===== src/hdl/emgbp_pkg.sv =====
// emgbp_pkg: shared types and constants for the EMG band-pass envelope detector.
// No dependencies.
`default_nettype none
package emgbp_pkg;
  localparam int NUM_SECTIONS = 4;
  localparam int WINDOW = 128;
  localparam int WIN_AW = $clog2(WINDOW);

  typedef enum logic [3:0] {
    ST_IDLE, ST_LOAD, ST_MUL_A1, ST_MUL_A2, ST_X, ST_MUL_B0, ST_MUL_B1, ST_MUL_B2,
    ST_SEC_OUT, ST_NEXT, ST_WIN_RD, ST_WIN_UPD, ST_OUT
  } state_t;

  typedef enum logic [2:0] {
    OP_NONE, OP_LOAD, OP_MAC_A1, OP_MAC_A2, OP_X, OP_MAC_B, OP_SEC_OUT, OP_WIN_UPD
  } op_t;

  typedef struct packed {
    op_t        op;
    logic [1:0] sec;
    logic [1:0] btap;
    logic       win_rd;
  } cmd_t;

  function automatic logic signed [15:0] coef_a1(input logic [1:0] s);
    case (s)
      2'd0: coef_a1 = 16'sd845;
      2'd1: coef_a1 = -16'sd8838;
      2'd2: coef_a1 = 16'sd7753;
      default: coef_a1 = -16'sd16419;
    endcase
  endfunction

  function automatic logic signed [15:0] coef_a2(input logic [1:0] s);
    case (s)
      2'd0: coef_a2 = 16'sd5955;
      2'd1: coef_a2 = 16'sd6515;
      2'd2: coef_a2 = 16'sd11591;
      default: coef_a2 = 16'sd12209;
    endcase
  endfunction

  localparam logic signed [15:0] SEC0_B0 = 16'sd304;
  localparam logic signed [15:0] SEC0_B1 = 16'sd608;
endpackage
`default_nettype wire


===== src/hdl/emgbp_datapath.sv =====
// emgbp_datapath: shared multiply-accumulate, biquad state, moving-sum window.
// Depends on emgbp_pkg.
`default_nettype none
module emgbp_datapath (
  input  wire logic               clk,
  input  wire logic               rst,
  input  wire emgbp_pkg::cmd_t    cmd,
  input  wire logic [9:0]         sample,
  input  wire logic [11:0]        threshold,
  output logic signed [11:0]      filtered,
  output logic [11:0]             envelope,
  output logic                    bad_posture
);
  localparam int AW = emgbp_pkg::WIN_AW;
  localparam int SW = AW + 11;

  logic signed [31:0] z [8];
  logic signed [31:0] v;
  logic signed [31:0] xr;
  logic signed [37:0] acc;
  logic signed [47:0] prod;
  logic signed [15:0] mc;
  logic signed [31:0] mv;
  logic signed [37:0] rnd;
  logic signed [31:0] z1, z2;
  logic [10:0] mem [emgbp_pkg::WINDOW];
  logic [10:0] old_mag;
  logic [AW-1:0] wpos;
  logic [SW-1:0] wsum;
  logic filled;
  logic signed [11:0] filt_c;
  logic [10:0] mag_c;
  logic [SW-1:0] sum_c;
  logic [11:0] env_c;
  logic [2:0] zi1, zi2;

  assign zi1 = {cmd.sec, 1'b0};
  assign zi2 = {cmd.sec, 1'b1};
  assign z1 = z[zi1];
  assign z2 = z[zi2];

  function automatic logic signed [31:0] sat(input logic signed [37:0] a);
    if (a > 38'sd2147483647) sat = 32'h7fffffff;
    else if (a < -38'sd2147483648) sat = 32'h80000000;
    else sat = a[31:0];
  endfunction

  always_comb begin
    mc = emgbp_pkg::coef_a1(cmd.sec);
    mv = z1;
    case (cmd.op)
      emgbp_pkg::OP_MAC_A2: begin
        mc = emgbp_pkg::coef_a2(cmd.sec);
        mv = z2;
      end
      emgbp_pkg::OP_MAC_B: begin
        case (cmd.btap)
          2'd0: begin mc = emgbp_pkg::SEC0_B0; mv = xr; end
          2'd1: begin mc = emgbp_pkg::SEC0_B1; mv = z1; end
          default: begin mc = emgbp_pkg::SEC0_B0; mv = z2; end
        endcase
      end
      default: ;
    endcase
    prod = 48'(mc) * 48'(mv);
    rnd = 38'((prod + 48'sd8192) >>> 14);
  end

  always_comb begin
    logic [31:0] m;
    logic [11:0] q;
    m = '0;
    if (!v[31]) begin
      q = (v[31:20] > 12'd2047) ? 12'd2047 : v[31:20];
      filt_c = q;
    end else begin
      m = 32'(-33'(v));
      q = (m[31:20] > 12'd2048) ? 12'd2048 : m[31:20];
      filt_c = 12'(-13'(q));
    end
    mag_c = filt_c[11] ? ((filt_c == -12'sd2048) ? 11'd2047 : 11'(-filt_c))
                       : filt_c[10:0];
    sum_c = wsum - SW'(old_mag) + SW'(mag_c);
    env_c = {sum_c[SW-1:AW], 1'b0};
  end

  // entries not yet written since reset read as zero until the position wraps
  always_ff @(posedge clk) begin
    if (cmd.win_rd) old_mag <= filled ? mem[wpos] : 11'd0;
    if (cmd.op == emgbp_pkg::OP_WIN_UPD) mem[wpos] <= mag_c;
  end

  always_ff @(posedge clk) begin
    if (rst) begin
      for (int i = 0; i < 8; i++) z[i] <= '0;
      wsum <= '0;
      wpos <= '0;
      filled <= 1'b0;
      bad_posture <= 1'b0;
      envelope <= '0;
      filtered <= '0;
    end else begin
      case (cmd.op)
        emgbp_pkg::OP_LOAD: v <= {2'b00, sample, 20'd0};
        emgbp_pkg::OP_MAC_A1: acc <= 38'(v) - rnd;
        emgbp_pkg::OP_MAC_A2: acc <= acc - rnd;
        emgbp_pkg::OP_X: begin
          xr <= sat(acc);
          acc <= '0;
        end
        emgbp_pkg::OP_MAC_B: acc <= acc + rnd;
        emgbp_pkg::OP_SEC_OUT: begin
          if (cmd.sec == 2'd0) v <= sat(acc);
          else if (cmd.sec == 2'd2)
            v <= sat(38'(xr) + (38'(z1) <<< 1) + 38'(z2));
          else
            v <= sat(38'(xr) - (38'(z1) <<< 1) + 38'(z2));
          z[zi2] <= z1;
          z[zi1] <= xr;
        end
        emgbp_pkg::OP_WIN_UPD: begin
          wsum <= sum_c;
          if (32'(wpos) == emgbp_pkg::WINDOW - 1) begin
            wpos <= '0;
            filled <= 1'b1;
          end else begin
            wpos <= wpos + 1'b1;
          end
          filtered <= filt_c;
          envelope <= env_c;
          bad_posture <= env_c > threshold;
        end
        default: ;
      endcase
    end
  end
endmodule
`default_nettype wire


===== src/hdl/emgbp_ctrl.sv =====
// emgbp_ctrl: sequencer for the biquad cascade and window update.
// Depends on emgbp_pkg.
`default_nettype none
module emgbp_ctrl (
  input  wire logic            clk,
  input  wire logic            rst,
  input  wire logic            in_valid,
  output logic                 in_stall,
  output logic                 out_valid,
  input  wire logic            out_stall,
  output emgbp_pkg::cmd_t      cmd
);
  emgbp_pkg::state_t state, state_next;
  logic [1:0] sec, sec_next;

  always_ff @(posedge clk) begin
    if (rst) begin
      state <= emgbp_pkg::ST_IDLE;
      sec <= '0;
    end else begin
      state <= state_next;
      sec <= sec_next;
    end
  end

  always_comb begin
    state_next = state;
    sec_next = sec;
    cmd = '{op: emgbp_pkg::OP_NONE, sec: sec, btap: 2'd0, win_rd: 1'b0};
    in_stall = 1'b1;
    out_valid = 1'b0;
    case (state)
      emgbp_pkg::ST_IDLE: begin
        in_stall = 1'b0;
        if (in_valid) begin
          cmd.op = emgbp_pkg::OP_LOAD;
          sec_next = '0;
          state_next = emgbp_pkg::ST_MUL_A1;
        end
      end
      emgbp_pkg::ST_MUL_A1: begin
        cmd.op = emgbp_pkg::OP_MAC_A1; state_next = emgbp_pkg::ST_MUL_A2;
      end
      emgbp_pkg::ST_MUL_A2: begin
        cmd.op = emgbp_pkg::OP_MAC_A2; state_next = emgbp_pkg::ST_X;
      end
      emgbp_pkg::ST_X: begin
        cmd.op = emgbp_pkg::OP_X;
        state_next = (sec == 2'd0) ? emgbp_pkg::ST_MUL_B0 : emgbp_pkg::ST_SEC_OUT;
      end
      emgbp_pkg::ST_MUL_B0: begin
        cmd.op = emgbp_pkg::OP_MAC_B; cmd.btap = 2'd0; state_next = emgbp_pkg::ST_MUL_B1;
      end
      emgbp_pkg::ST_MUL_B1: begin
        cmd.op = emgbp_pkg::OP_MAC_B; cmd.btap = 2'd1; state_next = emgbp_pkg::ST_MUL_B2;
      end
      emgbp_pkg::ST_MUL_B2: begin
        cmd.op = emgbp_pkg::OP_MAC_B; cmd.btap = 2'd2; state_next = emgbp_pkg::ST_SEC_OUT;
      end
      emgbp_pkg::ST_SEC_OUT: begin
        cmd.op = emgbp_pkg::OP_SEC_OUT;
        if (sec == 2'd3) begin
          state_next = emgbp_pkg::ST_WIN_RD;
        end else begin
          sec_next = sec + 2'd1;
          state_next = emgbp_pkg::ST_MUL_A1;
        end
      end
      emgbp_pkg::ST_WIN_RD: begin
        cmd.win_rd = 1'b1; state_next = emgbp_pkg::ST_WIN_UPD;
      end
      emgbp_pkg::ST_WIN_UPD: begin
        cmd.op = emgbp_pkg::OP_WIN_UPD; state_next = emgbp_pkg::ST_OUT;
      end
      emgbp_pkg::ST_OUT: begin
        out_valid = 1'b1;
        if (!out_stall) state_next = emgbp_pkg::ST_IDLE;
      end
      default: state_next = emgbp_pkg::ST_IDLE;
    endcase
  end
endmodule
`default_nettype wire


===== src/hdl/emg_bandpass_envelope_detector_unit.sv =====
// Top level: EMG band-pass envelope detector.
// One shared MAC steps through four biquad sections, then a window read and
// update, before the result is valid. A new request is accepted only after
// the previous result has been taken (out_stall low).
// Reset (rst, synchronous): clears filter state, window sum and position,
// threshold to 30. Window entries read as zero until the position first wraps.
`default_nettype none
module emg_bandpass_envelope_detector_unit (
  input  wire logic              clk,
  input  wire logic              rst,
  input  wire logic              in_valid,
  output logic                   in_stall,
  input  wire logic [9:0]        sample,
  output logic                   out_valid,
  input  wire logic              out_stall,
  output logic signed [11:0]     filtered,
  output logic [11:0]            envelope,
  output logic                   bad_posture,
  input  wire logic              cfg_we,
  input  wire logic [11:0]       cfg_data
);
  emgbp_pkg::cmd_t cmd;
  logic [11:0] threshold;

  always_ff @(posedge clk) begin
    if (rst) threshold <= 12'd30;
    else if (cfg_we) threshold <= cfg_data;
  end

  emgbp_ctrl u_ctrl (
    .clk(clk), .rst(rst), .in_valid(in_valid), .in_stall(in_stall),
    .out_valid(out_valid), .out_stall(out_stall), .cmd(cmd)
  );

  emgbp_datapath u_dp (
    .clk(clk), .rst(rst), .cmd(cmd), .sample(sample), .threshold(threshold),
    .filtered(filtered), .envelope(envelope), .bad_posture(bad_posture)
  );
endmodule
`default_nettype wire


===== config.mk =====
export PLATFORM = sky130hd
export DESIGN_NAME = emg_bandpass_envelope_detector_unit
export DESIGN_NICKNAME = d
export VERILOG_FILES = /design/src/hdl/emgbp_pkg.sv /design/src/hdl/emgbp_datapath.sv /design/src/hdl/emgbp_ctrl.sv /design/src/hdl/emg_bandpass_envelope_detector_unit.sv
export SDC_FILE = /design/constraint.sdc
export NUM_CORES = 2
export LEC_CHECK = 0
export ABC_AREA = 1
export BUFFER_PORTS_ARGS = -buffer_cell sky130_fd_sc_hd__buf_2
export CAP_MARGIN = 25
export CORE_UTILIZATION = 54
export CTS_CLUSTER_SIZE = 12
export DETAILED_ROUTE_END_ITERATION = 7
export GPL_ROUTABILITY_DRIVEN = 0
export MAX_ROUTING_LAYER = met4
export PLACE_DENSITY = 0.7
export SETUP_SLACK_MARGIN = 0.15
export SKIP_CTS_REPAIR_TIMING = 1
export SYNTH_ARGS = -nofsm -noshare
export SYNTH_HDL_FRONTEND = slang
export SYNTH_SLANG_ARGS = --single-unit
export TNS_END_PERCENT = 1

===== constraint.sdc =====
create_clock -name clk -period 30.8 [get_ports clk]
set_input_delay 7.7 -clock clk [delete_from_list [all_inputs] [get_ports clk]]
set_output_delay 7.7 -clock clk [all_outputs]
set_load 0.02 [all_outputs]

After elaboration in Yosys (flattened, before gate mapping)
Memory sizes are Yosys's and may differ from the RTL's. A register that Yosys moved wholly into a read port is not among the register bits.
Index checks and enable logic that the tools add are counted.
- flip-flop bits (word level): 170
- latch bits: 0
- bits in writable memories: 1664
- memory bits (read-only): 0
- bits of input ports: 27
- output and inout port bits: 27
- word-level logic and storage cells: 135
- memories: 2
- add/subtract/negate cells: 15
- $mul: 1
- div/mod/pow operators: 0
- magnitude comparators: 9
- eq/ne operators: 26
- shift operators: 0
- multiplexer cells: 53
- bitwise operators: 1
- reductions and logical operators: 16
- memories (name ; depth ; width ; rd ports ; clocked after memory_dff ; write ports ; line ; source):
    u_dp.mem ; 128 ; 11 ; 1 ; 1 ; 1 ; emgbp_datapath.sv:26 ; logic [10:0] mem [emgbp_pkg::WINDOW];
    u_dp.z ; 8 ; 32 ; 2 ; 2 ; 8 ; emgbp_datapath.sv:17 ; logic signed [31:0] z [8];
- operator list (operator ; number):
    $mux 32 ; 10
    $pmux 32 s2 ; 3
    $pmux 38 s4 ; 1
    $gt 38x32->1 const B ; 3
    $lt 38x32->1 const B ; 3
    $add 34x32->35 ; 2
    $reduce_or 32->1 ; 2
    $add 48x15->48 const B ; 1
    $mul 16x32->48 ; 1
    $pmux 16 s3 ; 1
    $pmux 4 s11 ; 1
    $pmux 14 s3 ; 1
    $add 38x34->38 ; 1
    $sub 38x34->38 ; 1
    $sub 32x34->35 ; 1
    $add 32x33->34 ; 1
    $sub 32x33->34 ; 1
    $mux 11 ; 3
    $neg 32->32 ; 1
    $pmux 16 s2 ; 1
    $mux 12 ; 2
    $pmux 3 s7 ; 1
    $add 18x11->18 ; 1
    $mux 3 ; 6
    other kinds (34) ; 72

Depth between registers and ports, before layout
- depth after elaboration: 10
- mapped depth: 60
- mapped depth without buffers: 58

Modules after synthesis
A second synthesis with hierarchy kept.
- cells, all modules: 9733
- area, all modules: 102958.7 um^2
- modules (own cells, without submodules) (module ; times used ; cells each ; area an instance (um^2) ; seq. area each (um^2)):
    emgbp_datapath ; 1 ; 9593 ; 102016.6 ; 54141.9
    emg_bandpass_envelope_detector_unit ; 1 ; 69 ; 478.0 ; 240.2
    emgbp_ctrl ; 1 ; 71 ; 464.2 ; 120.1

Worst setup path after synthesis
No wires, ideal clock.
- kind: in2reg
- start point: input rst
- end point: register u_dp.acc[0] (enable)
- library setup time: 0.491 ns
- data arrival time: 10.948 ns
- slack: 19.361 ns
- stages on the path: 3
- buffers on the path: 2
- cell sequence: clkbuf_1 clkbuf_1 a211oi_1
- word-level cells in the longest chain between the ends: 2
- ends and longest elaborated chain (what ; line ; source):
    start: declaration ; emg_bandpass_envelope_detector_unit.sv:10 ; input wire logic rst,
    $not 1->1 (no source line) ; n/a ;
    $reduce_and 2->1 (no source line) ; n/a ;
    end signal: assignment ; emgbp_datapath.sv:105 ; emgbp_pkg::OP_MAC_A1: acc <= 38'(v) - rnd;
    end signal: assignment ; emgbp_datapath.sv:106 ; emgbp_pkg::OP_MAC_A2: acc <= acc - rnd;
    end signal: assignment ; emgbp_datapath.sv:111 ; emgbp_pkg::OP_MAC_B: acc <= acc + rnd;
    end: declaration ; emgbp_datapath.sv:20 ; logic signed [37:0] acc;
No other way between the ends.
A chain may end at the register's enable or synchronous reset.

Worst setup path after layout
- start point: register u_ctrl.state[1]
- end point: register u_dp.acc[32], data pin
- word-level cells in the longest chain between the ends: 9
- elaborated cells between the ends (all ways): 28
- ends and longest elaborated chain (what ; line ; source):
    start: declaration ; emgbp_ctrl.sv:13 ; emgbp_pkg::state_t state, state_next;
    start signal: assignment ; emgbp_ctrl.sv:18 ; state <= emgbp_pkg::ST_IDLE;
    start signal: assignment ; emgbp_ctrl.sv:21 ; state <= state_next;
    $eq 4x3->1 ; emgbp_ctrl.sv:32 ; case (state)
    $reduce_or 3->1 (no source line) or $pmux 2 s2 (tied branches) ; n/a ;
    $pmux 3 s7 (tied with other cells) ; emgbp_ctrl.sv:32 ;
    $eq 3x3->1 (tied with other cells) ; emgbp_datapath.sv:51, emgbp_datapath.sv:103 ;
    $pmux 16 s2 or $pmux 32 s2 (tied branches) ; emgbp_datapath.sv:51 ; case (cmd.op)
    $mul 16x32->48 ; emgbp_datapath.sv:65 ; prod = 48'(mc) * 48'(mv);
    $add 48x15->48 ; emgbp_datapath.sv:66 ; rnd = 38'((prod + 48'sd8192) >>> 14);
    $add 38x34->38 (tied with other cells) ; emgbp_datapath.sv:111 ;
    $pmux 38 s4 (*) ; emgbp_datapath.sv:103 ; case (cmd.op)
Mark *: on every way between the ends. The rest lies on a longest branch, timed or not.

==> results.cfg <==
[timing]
relSlewSlack_pct = 27.6
fin_crit_share_pct = 42.0
setup_violations = 0
setup_total_negative_slack_ns = 0
fmax_ghz = 0.0773
finalWorstPathRequiredPeriod_ns = 12.94
clock_skew_ns = 0.0927
worstMarginPinSlew_ns = 1.09
finalHoldViolCount = 0
report.final.slew_viol_count = 0
grt_setup_unrepaired = no

[synth]
yosys_reg_bits = 1836
synth-seq-area-share_pct = 53.9
postSynthNetCount = 10200
post_synth_instance_area_um2 = 101000
yosysWarnings = 0
proportion_of_register_bits_with_asynchronous_set_or_reset_after_synthesis_pct = 0
synth_edf_count = 1777
synth.lib_cells_used.distinct = 74
synth_cells = 9280
synthesis.area_per_instance_um2 = 10.9
synth-main-ff-cell = edfxtp_1

[floorplanning]
floorplan.initialDensity_pct = 54.5
placementRows = 158
design.portCount = 54
fp.dieH_um = 435
floorplan.core_area_um2 = 186000
die_w_um = 435
die_area_um2 = 189000

[detailed_routing]
route.vias.total = 73400
number_of_violations_reported_at_the_end_of_detailed_routing_iteration_0 = 9371
detail-route-antenna-nets = 0
firstDrtPassIters = 8
drt-wirelength-per-cell_um = 25.1
route.detailed.vias_per_inst = 6.13
detail_route.drc_violations = 0
wirelength_mm = 300

[grt]
grt_usage_pct = 32.6
grt_antenna_before_repair = 7
pin_count_of_the_biggest_net_entering_global_routing = 110
grt_pass1_vias = 72400
globalRoute.totalOverflow = 0
wire_length_of_the_first_global_routing_pass_mm = 452

[layout]
fill_cells = 14700
highest_count_cells_in_the_layout_ignoring_fill_and_taps = 1777 x edfxtp_1, 1651 x nand2_1, 1261 x inv_1
final_common_cell = edfxtp_1
ff_latch_area_um2 = 54500
multi_input_comb_area_um2 = 40600
drive_above_1_share_pct = 7.22
synthToLayoutAreaGrowth_pct = 9.89
final_nets = 10300

[clock_network]
cts.clk_slew.worst_paths_ns = 0.06
clock_tree.buffer_depth = 3
cts_num_sinks = 1836
numCtsBuffers = 185
cts_tree = built
cts_root_buffer = clkbuf_16
htree_levels = 4
clock_latency_ns = 0.89

[critical_path]
crit_top_cell = nand2_1
end_kind = register
worst-setup-path-type = register to register
startpoint_type = register
critical-path-max-stage-delay_ns = 1.06
critPathMaxFanout = 42
worstPathArrival_ns = 13.55
timing.critical_path.slowest_stage_cell = clkinv_1
timing.critical_path.required_ns = 31.41

[place]
place.port_buffers = 52
place.detailed.hpwl_mm = 204

[worst_hold_path]
worst_hold_path_type = register to register

[run_status]
outcome = complete, no violations

[job]
max_cap_violations = 0
## layout make-up
| type | count | share of cell area [%] |
|---|---|---|
| Antenna cell | 7 | 0.0158 |
| Clock buffer | 239 | 4.39 |
| Clock inverter | 57 | 0.703 |
| Inverter | 1285 | 4.35 |
| Multi-Input combinational cell | 5784 | 36.5 |
| Sequential cell | 1836 | 49.1 |
| Tap cell | 2480 | 2.79 |
| Timing Repair Buffer | 292 | 2.12 |
## metrics by stage
stage	instances	worst slack, ns	hold slack [ns]	area (µm²)	util [%]
final	12000	17.86	0.464	111000	59.9
after global routing	12000	17.28	0.487	111000	59.9
after CTS	12000	18.22	0.464	111000	59.8
after detailed placement	11700	18.23	0.454	105000	56.8
after global placement	11600	18.57	0.448	105000	56.3
after floorplan	9280	19.36	0.435	101000	-
## per-layer routing
| metal | GRT usage, % | vias to the layer above | routed length [µm] |
|---|---|---|---|
| li1 | - | 32000 | - |
| met1 | 41.1 | 36000 | 111000 |
| met2 | 49.2 | 4400 | 137000 |
| met3 | 5.66 | 992 | 29600 |
| met4 | 20.5 | 0 | 22300 |
| met5 | - | - | 0 |
## registers in the layout (all words and copies together) (netlist names), 2 cells and up, named ones only
signal         cells
u_dp.mem        1408
u_dp.z           256
u_dp.acc          38
u_dp.v            32
u_dp.xr           32
u_dp.wsum         18
threshold         12
u_dp.filtered     12
u_dp.old_mag      11
u_dp.wpos          7
u_ctrl.state       4
u_ctrl.sec         2
## critical path: cells and delay by family, from the launching register on
kind | cells | cell delay [ns]
xor gates and xnor gates | 1 | 0.30
AOI/OAI and AO/OA | 13 | 3.49
adders and majority gates | 8 | 3.67
buffers and inverters | 10 | 2.19
DFF | 1 | 0.51
and+or+nand+nor | 16 | 2.49
## final timing paths
check / cells after the start / start / slack [ns] / end
max: 48 / u_ctrl.state[1] / 17.86 / u_dp.acc[32]
max reg2reg: 48 / u_ctrl.state[1] / 17.86 / u_dp.acc[32]
min reg2reg: 2 / threshold[11] / 0.46 / threshold[11]
min: 2 / threshold[11] / 0.46 / threshold[11]
## Yosys cell counts, drive strengths merged, types with 128 or more instances
library cell  count  area share, %
ha              289            3.6
nand4           183            1.1
a22oi           252            1.9
a21oi           464            2.3
nand3           178           0.91
edfxtp         1777             53
clkbuf          293            1.1
nor2            973            3.7
a221oi          165            1.4
nand2          1700            6.4
inv            1276            4.7
a22o            128            1.1
fa              565             11
o21ai           316            1.6
## logic make-up (layout without fill, tap and decap cells)
group                      after synthesis  after routing  synth area share, %
AOI/OAI and AO/OA                     1632           1632                 10.7
xor gates and xnor gates               178            178                 1.69
other                                    1              8              0.00371
and+or+nand+nor                       3119           3119                 12.7
adders and majority gates              854            854                 14.8
buffers and inverters                 1660           1873                 6.23
DFF                                   1836           1836                 53.9
Power is left out: the tool's default activity adds up to more than one toggle a clock period on the data nets, which glitch-free logic cannot reach.
